--- src/rtl/frpd_pkg.sv ---
// Shared types and constants for the packet dropper.
`timescale 1ns / 1ps
package frpd_pkg;
    localparam logic [15:0] ETYPE_IPV4 = 16'h0800;
    localparam logic [15:0] ETYPE_IPV6 = 16'h86DD;
    localparam logic [7:0]  PROTO_TCP  = 8'd6;
    localparam logic [7:0]  PROTO_UDP  = 8'd17;
    localparam logic [6:0]  POS_MAX    = 7'd127;

    localparam logic [2:0] REG_IP_VERSION = 3'd0;
    localparam logic [2:0] REG_IPV4_ADDR  = 3'd1;
    localparam logic [2:0] REG_IPV6_HIGH  = 3'd2;
    localparam logic [2:0] REG_IPV6_LOW   = 3'd3;
    localparam logic [2:0] REG_PORT       = 3'd4;
    localparam logic [2:0] REG_LOSS       = 3'd5;
    localparam logic [2:0] REG_PROTO_EN   = 3'd6;
    localparam logic [2:0] REG_DIR_EN     = 3'd7;

    typedef struct packed {
        logic [2:0]  ip_version;
        logic [31:0] ipv4_addr;
        logic [63:0] ipv6_high;
        logic [63:0] ipv6_low;
        logic [15:0] port;
        logic [6:0]  loss;
        logic [1:0]  proto_en;
        logic [1:0]  dir_en;
    } t_cfg;

    // Classification of one frame, handed from parser to decision stage.
    typedef struct packed {
        logic        matched;
        logic        l3_version;
        logic        l4_proto;
        logic [15:0] remote_port;
        logic [31:0] rand_value;
    } t_class;

    // Drop threshold floor(p * 0xFFFFFFFF / 100) for loss percentage p.
    function automatic logic [31:0] f_threshold(input logic [6:0] p);
        logic [63:0] prod;
        prod = 64'(p) * 64'hFFFF_FFFF;
        return 32'(prod / 64'd100);
    endfunction
endpackage

--- src/rtl/frpd_if.sv ---
// Valid/ready channel interfaces for frame bytes and verdicts.
`timescale 1ns / 1ps
interface frpd_in_if;
    logic       valid;
    logic       ready;
    logic [7:0] frame_byte;
    logic       last_byte;
    logic       egress_dir;
    logic [31:0] rand_value;
    modport source (output valid, frame_byte, last_byte, egress_dir, rand_value, input ready);
    modport sink   (input valid, frame_byte, last_byte, egress_dir, rand_value, output ready);
endinterface

interface frpd_out_if;
    logic        valid;
    logic        ready;
    logic        drop;
    logic        matched;
    logic        l3_version;
    logic        l4_proto;
    logic [15:0] remote_port;
    modport source (output valid, drop, matched, l3_version, l4_proto, remote_port, input ready);
    modport sink   (input valid, drop, matched, l3_version, l4_proto, remote_port, output ready);
endinterface

--- src/rtl/filtered_random_packet_dropper_unit.sv ---
// Top level of the filtered random packet dropper.
`timescale 1ns / 1ps
// Takes an Ethernet frame one byte per clock and gives one verdict per frame,
// registered in the parser, then queued. Bytes are accepted every cycle while
// the four-entry verdict queue has room; only output back-pressure can stall
// the input. The drop threshold comes from a 101-entry table.
module filtered_random_packet_dropper_unit (
    input  logic        i_clk,
    input  logic        i_rst_n,
    input  logic        i_cfg_we,
    input  logic [2:0]  i_cfg_index,
    input  logic [63:0] i_cfg_data,
    frpd_in_if.sink     in_ch,
    frpd_out_if.source  out_ch
);
    import frpd_pkg::*;

    t_cfg        r_cfg;
    logic [31:0] thr_rom [101];
    logic [31:0] thr;
    logic        push, room, take;
    t_class      cls;

    // threshold per loss percentage, folded to constants
    for (genvar g = 0; g <= 100; g++) begin : g_thr
        assign thr_rom[g] = f_threshold(7'(g));
    end

    assign thr = thr_rom[r_cfg.loss];

    always_ff @(posedge i_clk) begin
        if (!i_rst_n) begin
            r_cfg <= '{ip_version: 3'd0, ipv4_addr: 32'd0, ipv6_high: 64'd0,
                       ipv6_low: 64'd0, port: 16'd0, loss: 7'd100,
                       proto_en: 2'd3, dir_en: 2'd2};
        end else if (i_cfg_we) begin
            unique case (i_cfg_index)
                REG_IP_VERSION: r_cfg.ip_version <= i_cfg_data[2:0];
                REG_IPV4_ADDR:  r_cfg.ipv4_addr  <= i_cfg_data[31:0];
                REG_IPV6_HIGH:  r_cfg.ipv6_high  <= i_cfg_data;
                REG_IPV6_LOW:   r_cfg.ipv6_low   <= i_cfg_data;
                REG_PORT:       r_cfg.port       <= i_cfg_data[15:0];
                REG_LOSS: begin
                    // saturate at 100
                    r_cfg.loss <= (i_cfg_data[6:0] > 7'd100) ? 7'd100 : i_cfg_data[6:0];
                end
                REG_PROTO_EN:   r_cfg.proto_en   <= i_cfg_data[1:0];
                REG_DIR_EN:     r_cfg.dir_en     <= i_cfg_data[1:0];
                default: ;
            endcase
        end
    end

    assign in_ch.ready = room;
    assign take = in_ch.valid && room;

    frpd_parser u_parser (
        .i_clk(i_clk), .i_rst_n(i_rst_n), .i_cfg(r_cfg), .i_take(take),
        .i_byte(in_ch.frame_byte), .i_last(in_ch.last_byte),
        .i_egr(in_ch.egress_dir), .i_rand(in_ch.rand_value),
        .o_push(push), .o_class(cls)
    );

    frpd_backend u_back (
        .i_clk(i_clk), .i_rst_n(i_rst_n), .i_thr(thr), .i_push(push),
        .i_class(cls), .o_room(room), .out(out_ch)
    );
endmodule

--- src/rtl/frpd_parser.sv ---
// Front part: byte parser and filter classification.
`timescale 1ns / 1ps
module frpd_parser (
    input  logic           i_clk,
    input  logic           i_rst_n,
    input  frpd_pkg::t_cfg i_cfg,
    input  logic           i_take,
    input  logic [7:0]     i_byte,
    input  logic           i_last,
    input  logic           i_egr,
    input  logic [31:0]    i_rand,
    output logic           o_push,
    output frpd_pkg::t_class o_class
);
    import frpd_pkg::*;

    logic [6:0]  r_pos, n_pos;
    logic [15:0] r_etype, n_etype;
    logic [7:0]  r_nproto, n_nproto;
    logic [6:0]  r_l4s, n_l4s;
    logic [1:0]  r_aok, n_aok;
    logic [15:0] r_sport, n_sport, r_dport, n_dport;
    logic        r_rej, n_rej;
    logic        r_push;
    t_class      r_class, n_class;

    logic [7:0]  want;
    logic [6:0]  p;
    logic        is4, is6;
    logic [7:0]  len;
    logic [7:0]  need;
    logic [15:0] hport;
    logic        m;
    logic [3:0]  k4;
    logic [3:0]  k6;
    logic [127:0] v6;

    always_comb begin
        p = r_pos;
        n_pos = r_pos;
        n_etype = r_etype;
        n_nproto = r_nproto;
        n_l4s = r_l4s;
        n_aok = r_aok;
        n_sport = r_sport;
        n_dport = r_dport;
        n_rej = r_rej;
        v6 = {i_cfg.ipv6_high, i_cfg.ipv6_low};
        k4 = 4'(p - 7'd26);
        k6 = 4'(p - 7'd22);
        want = 8'h00;
        if (p == 7'd12) n_etype[15:8] = i_byte;
        if (p == 7'd13) begin
            n_etype[7:0] = i_byte;
            if ({r_etype[15:8], i_byte} == ETYPE_IPV6) n_l4s = 7'd54;
        end
        is4 = (p >= 7'd14) && (r_etype == ETYPE_IPV4);
        is6 = (p >= 7'd14) && (r_etype == ETYPE_IPV6);
        if (is4) begin
            if (p == 7'd14) begin
                n_rej = i_byte[3:0] < 4'd5;
                n_l4s = 7'd14 + {1'b0, i_byte[3:0], 2'b00};
            end
            if (p == 7'd23) n_nproto = i_byte;
            if (p >= 7'd26 && p < 7'd34) begin
                want = i_cfg.ipv4_addr[8 * (3 - k4[1:0]) +: 8];
                if (i_byte != want) n_aok[p >= 7'd30] = 1'b0;
            end
        end
        if (is6) begin
            if (p == 7'd20) n_nproto = i_byte;
            if (p >= 7'd22 && p < 7'd54) begin
                want = v6[8 * (15 - k6) +: 8];
                if (i_byte != want) n_aok[p >= 7'd38] = 1'b0;
            end
        end
        if (is4 || is6) begin
            // port bytes sit at the L4 start known before this byte
            if (p == r_l4s)          n_sport[15:8] = i_byte;
            if (p == r_l4s + 7'd1)   n_sport[7:0]  = i_byte;
            if (p == r_l4s + 7'd2)   n_dport[15:8] = i_byte;
            if (p == r_l4s + 7'd3)   n_dport[7:0]  = i_byte;
        end
        if (r_pos != POS_MAX) n_pos = r_pos + 7'd1;

        // verdict uses updated state
        len = {1'b0, r_pos} + 8'd1;
        hport = i_egr ? n_dport : n_sport;
        need = (n_nproto == PROTO_TCP) ? 8'd20 : 8'd8;
        m = i_cfg.dir_en[i_egr] && len >= 8'd14;
        n_class = '0;
        if (n_etype == ETYPE_IPV4) begin
            if (i_cfg.ip_version == 3'd6 || len < 8'd34 || n_rej) m = 1'b0;
            if (i_cfg.ipv4_addr != 32'd0 && !n_aok[i_egr]) m = 1'b0;
        end else if (n_etype == ETYPE_IPV6) begin
            if (i_cfg.ip_version == 3'd4 && i_cfg.ipv4_addr != 32'd0) m = 1'b0;
            if (len < 8'd54) m = 1'b0;
            if (i_cfg.ip_version == 3'd6 && ((i_cfg.dir_en[0] && !n_aok[0]) ||
                (i_cfg.dir_en[1] && !n_aok[1]))) m = 1'b0;
        end else begin
            m = 1'b0;
        end
        if (n_nproto == PROTO_TCP) begin
            if (!i_cfg.proto_en[0]) m = 1'b0;
        end else if (n_nproto == PROTO_UDP) begin
            if (!i_cfg.proto_en[1]) m = 1'b0;
        end else begin
            m = 1'b0;
        end
        if (len < {1'b0, n_l4s} + need) m = 1'b0;
        if (i_cfg.port != 16'd0 && i_cfg.port != hport) m = 1'b0;
        n_class.matched = m;
        n_class.l3_version = m && (n_etype == ETYPE_IPV6);
        n_class.l4_proto = m && (n_nproto == PROTO_UDP);
        n_class.remote_port = m ? hport : 16'd0;
        n_class.rand_value = i_rand;
    end

    always_ff @(posedge i_clk) begin
        if (!i_rst_n) begin
            r_pos <= '0; r_etype <= '0; r_nproto <= '0; r_l4s <= '0;
            r_aok <= 2'b11; r_sport <= '0; r_dport <= '0; r_rej <= 1'b0;
            r_push <= 1'b0;
        end else begin
            r_push <= i_take && i_last;
            if (i_take) begin
                if (i_last) begin
                    r_pos <= '0; r_etype <= '0; r_nproto <= '0; r_l4s <= '0;
                    r_aok <= 2'b11; r_sport <= '0; r_dport <= '0; r_rej <= 1'b0;
                end else begin
                    r_pos <= n_pos; r_etype <= n_etype; r_nproto <= n_nproto;
                    r_l4s <= n_l4s; r_aok <= n_aok; r_sport <= n_sport;
                    r_dport <= n_dport; r_rej <= n_rej;
                end
            end
        end
    end

    always_ff @(posedge i_clk) begin
        if (i_take && i_last) r_class <= n_class;
    end

    assign o_push = r_push;
    assign o_class = r_class;
endmodule

--- src/rtl/frpd_backend.sv ---
// Back part: verdict queue and drop decision.
`timescale 1ns / 1ps
module frpd_backend (
    input  logic             i_clk,
    input  logic             i_rst_n,
    input  logic [31:0]      i_thr,
    input  logic             i_push,
    input  frpd_pkg::t_class i_class,
    output logic             o_room,
    frpd_out_if.source       out
);
    import frpd_pkg::*;

    t_class      r_mem [4];
    logic [1:0]  r_wp, r_rp;
    logic [2:0]  r_cnt;
    logic        pop;
    t_class      head;

    assign head = r_mem[r_rp];
    assign pop = out.valid && out.ready;
    // two slots kept free: one for the verdict in the parser register, one for a frame ending now
    assign o_room = r_cnt <= 3'd2;

    always_ff @(posedge i_clk) begin
        if (!i_rst_n) begin
            r_wp <= '0; r_rp <= '0; r_cnt <= '0;
        end else begin
            if (i_push) r_wp <= r_wp + 2'd1;
            if (pop) r_rp <= r_rp + 2'd1;
            r_cnt <= r_cnt + 3'(i_push) - 3'(pop);
        end
    end

    always_ff @(posedge i_clk) begin
        if (i_push) r_mem[r_wp] <= i_class;
    end

    assign out.valid = r_cnt != 3'd0;
    assign out.matched = head.matched;
    assign out.drop = head.matched && head.rand_value <= i_thr;
    assign out.l3_version = head.l3_version;
    assign out.l4_proto = head.l4_proto;
    assign out.remote_port = head.remote_port;

    a_no_over: assert property (@(posedge i_clk) disable iff (!i_rst_n)
        i_push |-> r_cnt != 3'd4) else $error("verdict queue overflow");
    a_no_under: assert property (@(posedge i_clk) disable iff (!i_rst_n)
        r_cnt <= 3'd4) else $error("verdict count out of range");
    a_drop_match: assert property (@(posedge i_clk) disable iff (!i_rst_n)
        out.valid && out.drop |-> out.matched) else $error("drop without match");
endmodule
--- src/flat_wrapper.sv ---
// flat-port wrapper written by rule: the top's interface ports become plain ports
module filtered_random_packet_dropper_unit_flat import frpd_pkg::*;
  (i_clk, i_rst_n, i_cfg_we, i_cfg_index, i_cfg_data, in_ch_valid, in_ch_frame_byte, in_ch_last_byte, in_ch_egress_dir, in_ch_rand_value, in_ch_ready, out_ch_valid, out_ch_drop, out_ch_matched, out_ch_l3_version, out_ch_l4_proto, out_ch_remote_port, out_ch_ready);
  frpd_in_if in_ch_i ();
  frpd_out_if out_ch_i ();
  input  logic i_clk;
  input  logic i_rst_n;
  input  logic i_cfg_we;
  input  logic [2:0] i_cfg_index;
  input  logic [63:0] i_cfg_data;
  input wire logic [$bits(in_ch_i.valid)-1:0] in_ch_valid;
  input wire logic [$bits(in_ch_i.frame_byte)-1:0] in_ch_frame_byte;
  input wire logic [$bits(in_ch_i.last_byte)-1:0] in_ch_last_byte;
  input wire logic [$bits(in_ch_i.egress_dir)-1:0] in_ch_egress_dir;
  input wire logic [$bits(in_ch_i.rand_value)-1:0] in_ch_rand_value;
  output wire logic [$bits(in_ch_i.ready)-1:0] in_ch_ready;
  output wire logic [$bits(out_ch_i.valid)-1:0] out_ch_valid;
  output wire logic [$bits(out_ch_i.drop)-1:0] out_ch_drop;
  output wire logic [$bits(out_ch_i.matched)-1:0] out_ch_matched;
  output wire logic [$bits(out_ch_i.l3_version)-1:0] out_ch_l3_version;
  output wire logic [$bits(out_ch_i.l4_proto)-1:0] out_ch_l4_proto;
  output wire logic [$bits(out_ch_i.remote_port)-1:0] out_ch_remote_port;
  input wire logic [$bits(out_ch_i.ready)-1:0] out_ch_ready;
  assign in_ch_i.valid = in_ch_valid;
  assign in_ch_i.frame_byte = in_ch_frame_byte;
  assign in_ch_i.last_byte = in_ch_last_byte;
  assign in_ch_i.egress_dir = in_ch_egress_dir;
  assign in_ch_i.rand_value = in_ch_rand_value;
  assign in_ch_ready = in_ch_i.ready;
  assign out_ch_valid = out_ch_i.valid;
  assign out_ch_drop = out_ch_i.drop;
  assign out_ch_matched = out_ch_i.matched;
  assign out_ch_l3_version = out_ch_i.l3_version;
  assign out_ch_l4_proto = out_ch_i.l4_proto;
  assign out_ch_remote_port = out_ch_i.remote_port;
  assign out_ch_i.ready = out_ch_ready;
  filtered_random_packet_dropper_unit u_core (.i_clk(i_clk), .i_rst_n(i_rst_n), .i_cfg_we(i_cfg_we), .i_cfg_index(i_cfg_index), .i_cfg_data(i_cfg_data), .in_ch(in_ch_i), .out_ch(out_ch_i));
endmodule
--- config.mk ---
export PLATFORM = sky130hd
export DESIGN_NAME = filtered_random_packet_dropper_unit_flat
export DESIGN_NICKNAME = d
export VERILOG_FILES = /design/src/rtl/frpd_pkg.sv /design/src/rtl/frpd_if.sv /design/src/rtl/filtered_random_packet_dropper_unit.sv /design/src/rtl/frpd_parser.sv /design/src/rtl/frpd_backend.sv /design/src/flat_wrapper.sv
export SDC_FILE = /design/constraint.sdc
export NUM_CORES = 1
export LEC_CHECK = 0
export ABC_CLOCK_PERIOD_IN_PS = 8900
export BUFFER_PORTS_ARGS = -buffer_cell sky130_fd_sc_hd__buf_4
export CORE_ASPECT_RATIO = 0.9
export CORE_MARGIN = 2
export CORE_UTILIZATION = 60
export CTS_CLUSTER_DIAMETER = 80
export DETAILED_ROUTE_END_ITERATION = 6
export PLACE_DENSITY = 0.76
export REMOVE_ABC_BUFFERS = 1
export SLEW_MARGIN = 30
export SYNTH_ARGS = -nofsm -noshare
export SYNTH_HDL_FRONTEND = slang
export SYNTH_HIERARCHICAL = 1
export SYNTH_SLANG_ARGS = --single-unit
--- constraint.sdc ---
create_clock -name i_clk -period 8.9 [get_ports i_clk]
set_input_delay 0.445 -clock i_clk [delete_from_list [all_inputs] [get_ports i_clk]]
set_output_delay 0.445 -clock i_clk [all_outputs]
set_load 0.03 [all_outputs]
==> results of run 1 <==
==> path summary, 6_finish.rpt <==
check / startpoint / end / slack, ns / depth (start not counted)
worst max register to register: u_core/u_parser/p[2] / u_core/u_parser/o_class[44] / 3.22 / 17
worst min register to register: u_core/r_cfg[139] / u_core/r_cfg[139] / 0.46 / 2
worst min-delay path: in_ch_rand_value[27] / u_core/u_parser/o_class[27] / 0.02 / 1
worst max-delay path: u_core/r_cfg[4] / out_ch_drop / 3.06 / 15
==> power groups by stage <==
stage,logic [mW],registers [mW],clock network [mW]
floorplan,0.589,2.82,0
global placement,0.975,2.79,0
detailed placement,0.989,2.79,0
CTS,1.02,2.75,2.33
global route,1.09,2.76,2.41
finish,1.03,2.75,2.30
==> synth_stat cells (all sizes together) (5+ instances only) <==
master | n | area [sq um]
a2111oi | 5 | 43.8
a211oi | 26 | 195
a21boi | 184 | 1380
a21o | 11 | 82.6
a21oi | 122 | 611
a221oi | 6 | 52.6
a22oi | 34 | 255
a311oi | 6 | 52.6
a31oi | 11 | 75.1
a32oi | 9 | 78.8
and2 | 21 | 134
and3 | 11 | 68.8
and4 | 7 | 61.3
buf | 87 | 505
clkbuf | 113 | 424
dfxtp | 273 | 5470
edfxtp | 255 | 7660
ha | 79 | 988
inv | 79 | 297
mux2i | 58 | 606
mux4 | 97 | 2180
nand2 | 474 | 1780
nand2b | 26 | 163
nand3 | 24 | 120
nand3b | 5 | 37.5
nand4 | 28 | 175
nor2 | 116 | 438
nor2b | 97 | 607
nor3 | 39 | 200
nor4 | 25 | 208
nor4b | 15 | 171
o2111ai | 7 | 61.3
o211a | 7 | 70.1
o211ai | 20 | 150
o21a | 12 | 90.1
o21ai | 105 | 526
o221ai | 13 | 120
o22ai | 11 | 68.8
o311ai | 5 | 43.8
o31ai | 10 | 75.1
or2 | 5 | 31.3
or3 | 16 | 105
or4 | 8 | 60.1
xnor2 | 38 | 352
xor2 | 20 | 183
==> cells in the final DEF (no fill, tap or decap), drive strengths merged, types with 13 or more instances in the layout <==
| cell | instances |
|---|---|
| nand2 | 474 |
| dfxtp | 273 |
| edfxtp | 255 |
| a21boi | 184 |
| buf | 160 |
| a21oi | 122 |
| nor2 | 116 |
| o21ai | 105 |
| nor2b | 97 |
| mux4 | 97 |
| inv | 85 |
| ha | 79 |
| clkbuf | 71 |
| mux2i | 58 |
| nor3 | 39 |
| xnor2 | 38 |
| a22oi | 34 |
| nand4 | 28 |
| nand2b | 26 |
| a211oi | 26 |
| nor4 | 25 |
| nand3 | 24 |
| dlygate4sd3 | 22 |
| and2 | 21 |
| o211ai | 20 |
| xor2 | 20 |
| clkinv | 20 |
| or3 | 16 |
| nor4b | 15 |
| o221ai | 13 |
==> layout make-up <==
type / instances / share of cell area
multi-input combinational: 1880 / 0.434
sequential: 528 / 0.426
clock buffer: 70 / 0.0494
timing repair buffer: 183 / 0.0473
tap: 608 / 0.0247
inverter: 82 / 0.00998
clock inverter: 26 / 0.00909
==> metal layers <==
metal | up-vias | global-route usage | part of all wire
li1 | 9871 | - | -
met1 | 10600 | 0.416 | 0.39
met2 | 1051 | 0.542 | 0.49
met3 | 192 | 0.0532 | 0.078
met4 | 0 | 0.132 | 0.044
met5 | - | 0 | 0
==> worst register-to-register path: stages, from the launching register on <==
cell      delay [ns]
dfxtp_1         0.60
ha_1            0.25
nor2b_1         0.27
o21ai_0         0.18
a21oi_1         0.36
nand3_1         0.28
o21ai_0         0.67
ha_1            0.32
inv_1           0.06
fa_1            0.39
nor2b_1         0.13
o21ai_0         0.13
xor2_1          0.21
ha_1            0.33
a21oi_1         0.15
a21boi_0        0.12
o22ai_2         0.74
nor3_1          0.19
==> flip-flops by register name, summed over array words and instances, names as in the netlist, 8 cells and up, named ones only <==
register                  flops
u_core/r_cfg                190
u_core/u_back/r_mem         204
u_core/u_parser/o_class      51
u_core/u_parser/r_dport      16
u_core/u_parser/r_etype      16
u_core/u_parser/r_nproto      8
u_core/u_parser/r_sport      16
==> per-stage QoR <==
| stage | cells | hold slack (ns) |
|---|---|---|
| final | 3377 | 0.0157 |
| after global routing | 3377 | 0.00297 |
| after CTS | 3376 | 0.000457 |
| after detailed placement | 3258 | 0.460 |
| after global placement | 3258 | 0.447 |
| after floorplan | 2490 | 0.436 |
==> kinds of logic after synthesis <==
family                     synth area share
and+or+nand+nor                       0.163
AOI/OAI and AO/OA                     0.161
DFF                                   0.474
buffers and inverters                0.0447
muxes                                 0.102
adders and majority gates            0.0371
xor gates and xnor gates             0.0193
==> results.tsv, run 1 <==
metric	value	unit
cts.sinks	528	
power_frac_clock	0.379	
maxCapViolations	0	
cp-start-kind	register	
synth_edf_count	255	
yosysUniqueCellTypes	96	
cts_tree	yes	
p_switching	1.69	mW
cp-end-kind	primary output	
tns	0	ns
grt_overflow_total	0	
hold_path_class	in2reg	
hold_viol_final	0	
post-dp-hpwl	49500	um
cts-buffers-inserted	53	
postCtsHoldBufs	22	
p_leak	10.7	nW
p_seq_frac	0.452	
multi_input_area	13400	sq um
grt_pass1_vias	21300	
design_area	30800	sq um
status	completed	
htreeDepth	2	
grt_setup_unrepaired	no	
track_usage	0.323	
grt_pass1_wl	122000	um
cpMostUsedCell	a21oi_1	
postCtsSetupRepairBufs	0	
async_flop_share	0	
antenna_left	0	
worst-setup-path-type	reg2out	
yosysSeqAreaShare	0.474	
die_y	208	um
port-buffer-count	135	
routedWlPerCell	23.2	um
ys.flop_type	dfxtp_1	
power.internal	4.38	mW
finalWorstSetupSlack	3.06	ns
worstPathRequired	8.46	ns
synthCells	2690	
root_buffer	clkbuf_16	
finalPower	6.07	mW
regArea	13100	sq um
synth-seq-cells	528	
drt_iter0_drc	2442	
gp_congestion	0.958	
path_buf_inv	3	
vias_per_cell	6.44	
antenna_found_initial	0	
tightest_slew	0.990	ns
yosys_warnings	6	
relSlewSlack	0.339	
wl	78300	um
critPathArrivalTime	5.39	ns
insertion_delay	0.61	ns
drive_gt1_frac	0.146	
comb_power_share	0.169	
switching_share	0.278	
worstPathCellList	clkinv_1 -> ha_1 -> nand2b_1 -> a211oi_1 -> a21oi_1 -> a21oi_1 -> o31a_1 -> inv_1 -> ha_1 -> a21oi_1 -> o21ai_0 -> a2111oi_0 -> a31oi_1 -> o21ai_1 -> buf_4	
die_x	230	um
finalMaxSlewViolations	0	
drc_errors	0	
crit_slowest_cell	ha_1	
diodes	0	
ir_drop	0.156	mV
fin_crit	5.84	ns
row_count	74	
fmax	171	MHz
fin_crit_sh	0.656	
powerDensity	197	nW/um^2
firstDrtPassIters	6	
route.vias.total	21700	
cp_top_family	compound AO/OA/AOI/OAI gates	
grt_start_max_net_pins	190	
setup_viol	0	
postPlaceCellArea	28800	sq um
post-place-ws	3.37	ns
cts.repair.resized	0	
final_core_util	0.679	
fill_cells	3435	
finalClockSkew	0.0273	ns
die_area	47900	sq um
worstPathMaxFanout	21	
clock_path_buffers	3	
postSynthAreaPerCell	10.3	sq um
syn_to_final_growth	11.4	%
core	45500	sq um
ios	136	
initial_core_util	0.609	
clk_pin_slew	0.07	ns
slowest_delay	0.93	ns
nNetsFinal	2923	
netlist_area	27700	sq um
Power figures use the tool's default switching activity.
==> run 2: changes to the inputs <==
--- a/config.mk
+++ b/config.mk
@@ -5,7 +5,7 @@
 export SDC_FILE = /design/constraint.sdc
 export NUM_CORES = 1
 export LEC_CHECK = 0
-export ABC_CLOCK_PERIOD_IN_PS = 8900
+export ABC_CLOCK_PERIOD_IN_PS = 5970
 export BUFFER_PORTS_ARGS = -buffer_cell sky130_fd_sc_hd__buf_4
 export CORE_ASPECT_RATIO = 0.9
 export CORE_MARGIN = 2
==> constraint.sdc (replaced) <==
create_clock -name i_clk -period 5.97 [get_ports i_clk]
set_input_delay 0.2985 -clock i_clk [delete_from_list [all_inputs] [get_ports i_clk]]
set_output_delay 0.2985 -clock i_clk [all_outputs]
set_load 0.03 [all_outputs]
==> results.tsv, run 2 (same netlist as run 1, synthesis figures left out) <==
metric	value	unit
fill_cells	3251	
worstPathMaxFanout	21	
status	completed	
core	45500	sq um
fmax	183	MHz
finalWorstSetupSlack	0.505	ns
fin_crit	5.46	ns
hold_path_class	in2reg	
initial_core_util	0.609	
tightest_slew	1.03	ns
firstDrtPassIters	6	
switching_share	0.273	
drt_iter0_drc	2298	
top_register	u_core/u_back/r_mem	
htreeDepth	2	
hold_viol_final	0	
grt_setup_unrepaired	no	
post-dp-hpwl	49400	um
cts.sinks	528	
worst-setup-path-type	reg2out	
power_frac_clock	0.379	
clock_path_buffers	3	
route.vias.total	22000	
grt_overflow_total	0	
finalClockSkew	0.0206	ns
cp_top_family	compound AO/OA/AOI/OAI gates	
crit_slowest_cell	ha_1	
grt_pass1_vias	21900	
place_inst	3267	
setup_viol	0	
p_leak	11.0	nW
cts-buffers-inserted	52	
grt_start_max_net_pins	145	
maxCapViolations	0	
worstPathCellList	inv_1 -> ha_1 -> nand2b_1 -> nand2b_1 -> mux4_2 -> o22ai_1 -> a211oi_1 -> inv_1 -> ha_1 -> a21oi_1 -> o21ai_0 -> a2111oi_0 -> a31oi_1 -> o21ai_1 -> buf_4	
row_count	74	
largest_register_ffs	204	
vias_per_cell	6.34	
ios	136	
p_seq_frac	0.454	
port-buffer-count	135	
post-place-ws	0.843	ns
worstPathRequired	5.67	ns
finalPower	9.08	mW
fin_crit_sh	0.915	
drive_gt1_frac	0.143	
nNetsFinal	3001	
postCtsSetupRepairBufs	0	
finalNonFillerCells	3462	
ir_drop	0.233	mV
root_buffer	clkbuf_16	
die_x	230	um
comb_power_share	0.167	
track_usage	0.326	
die_y	208	um
cp-end-kind	primary output	
syn_to_final_growth	14.1	%
slowest_delay	0.86	ns
p_switching	2.48	mW
critPathArrivalTime	5.17	ns
insertion_delay	0.62	ns
power.internal	6.60	mW
wl	78700	um
antenna_left	0	
cp-start-kind	register	
powerDensity	287	nW/um^2
grt_pass1_wl	123000	um
cts_tree	yes	
final_core_util	0.695	
routedWlPerCell	22.7	um
antenna_found_initial	0	
drc_errors	0	
finalMaxSlewViolations	0	
relSlewSlack	0.312	
final_cell_mix	nand2_1, dfxtp_1, edfxtp_1, a21boi_0, buf_4	
path_buf_inv	3	
gp_congestion	0.969	
final_common_cell	nand2_1	
die_area	47900	sq um
clk_pin_slew	0.06	ns
-- run 2: changes by cell type in the layout (fill, tap and decap cells not counted), sizes merged --
cell         previous run  this run
dlygate4sd3            22        93
buf                   160       169
bufinv                  3         5
clkinvlp                0         3
clkbuf                 71        76
diode                   0         4
inv                    85        83
clkinv                 20        13
-- run 2: metal layers --
layer	share of wire	vias up	GRT usage
li1	-	10000	-
met1	0.39	10600	0.419
met2	0.48	1085	0.545
met3	0.074	217	0.0463
met4	0.048	0	0.152
met5	0	-	0
-- run 2: per-stage QoR --
| stage | hold WS (ns) | setup TNS, ns | instance area [sq um] |
|---|---|---|---|
| after floorplan | 0.360 | -1.22 | 26800 |
| after global placement | 0.449 | 0 | 28900 |
| after detailed placement | 0.457 | 0 | 28900 |
| after CTS | 0.00151 | 0 | 31600 |
| after global routing | 0.0292 | 0 | 31600 |
| final | 0.0291 | 0 | 31600 |
-- run 2: worst min-delay path, delay by kind of cell --
kind / cells / cell delay (ns)
buffers and inverters: 1 / 0.16
and+or+nand+nor: 1 / 0.06
AOI/OAI and AO/OA: 1 / 0.06
-- run 2: cell type report --
class | count | area, sq um | area share
Multi-Input combinational cell | 1880 | 13400 | 0.424
Antenna cell | 4 | 10.0 | 0.000317
Timing Repair Buffer | 262 | 2220 | 0.0702
Inverter | 82 | 308 | 0.00973
Clock buffer | 76 | 1500 | 0.0476
Sequential cell | 528 | 13100 | 0.415
Clock inverter | 22 | 282 | 0.00890
Tap cell | 608 | 761 | 0.0241
-- run 2: power by group through the flow --
stage,registers (mW),logic (mW),clock network (mW)
after floorplan,4.20,0.878,0
after global placement,4.19,1.39,0
after detailed placement,4.20,1.43,0
after CTS,4.12,1.50,3.47
after global routing,4.15,1.61,3.62
final,4.13,1.52,3.44
-- run 2: timing repair --
action	4_1_cts	5_1_grt
endpoints found under the hold margin	190	0
hold buffers	93	0
resized for setup	0	0
-- run 2: final timing paths --
| path | startpoint | end | slack, ns | cells past startpoint |
|---|---|---|---|---|
| setup / recovery | u_core/r_cfg[5] | out_ch_drop | 0.51 | 15 |
| setup reg to reg | u_core/u_parser/p[2] | u_core/u_parser/o_class[37] | 0.78 | 18 |
| hold / removal | i_cfg_data[2] | u_core/r_cfg[93] | 0.03 | 3 |
| hold reg to reg | u_core/r_cfg[77] | u_core/r_cfg[77] | 0.46 | 2 |
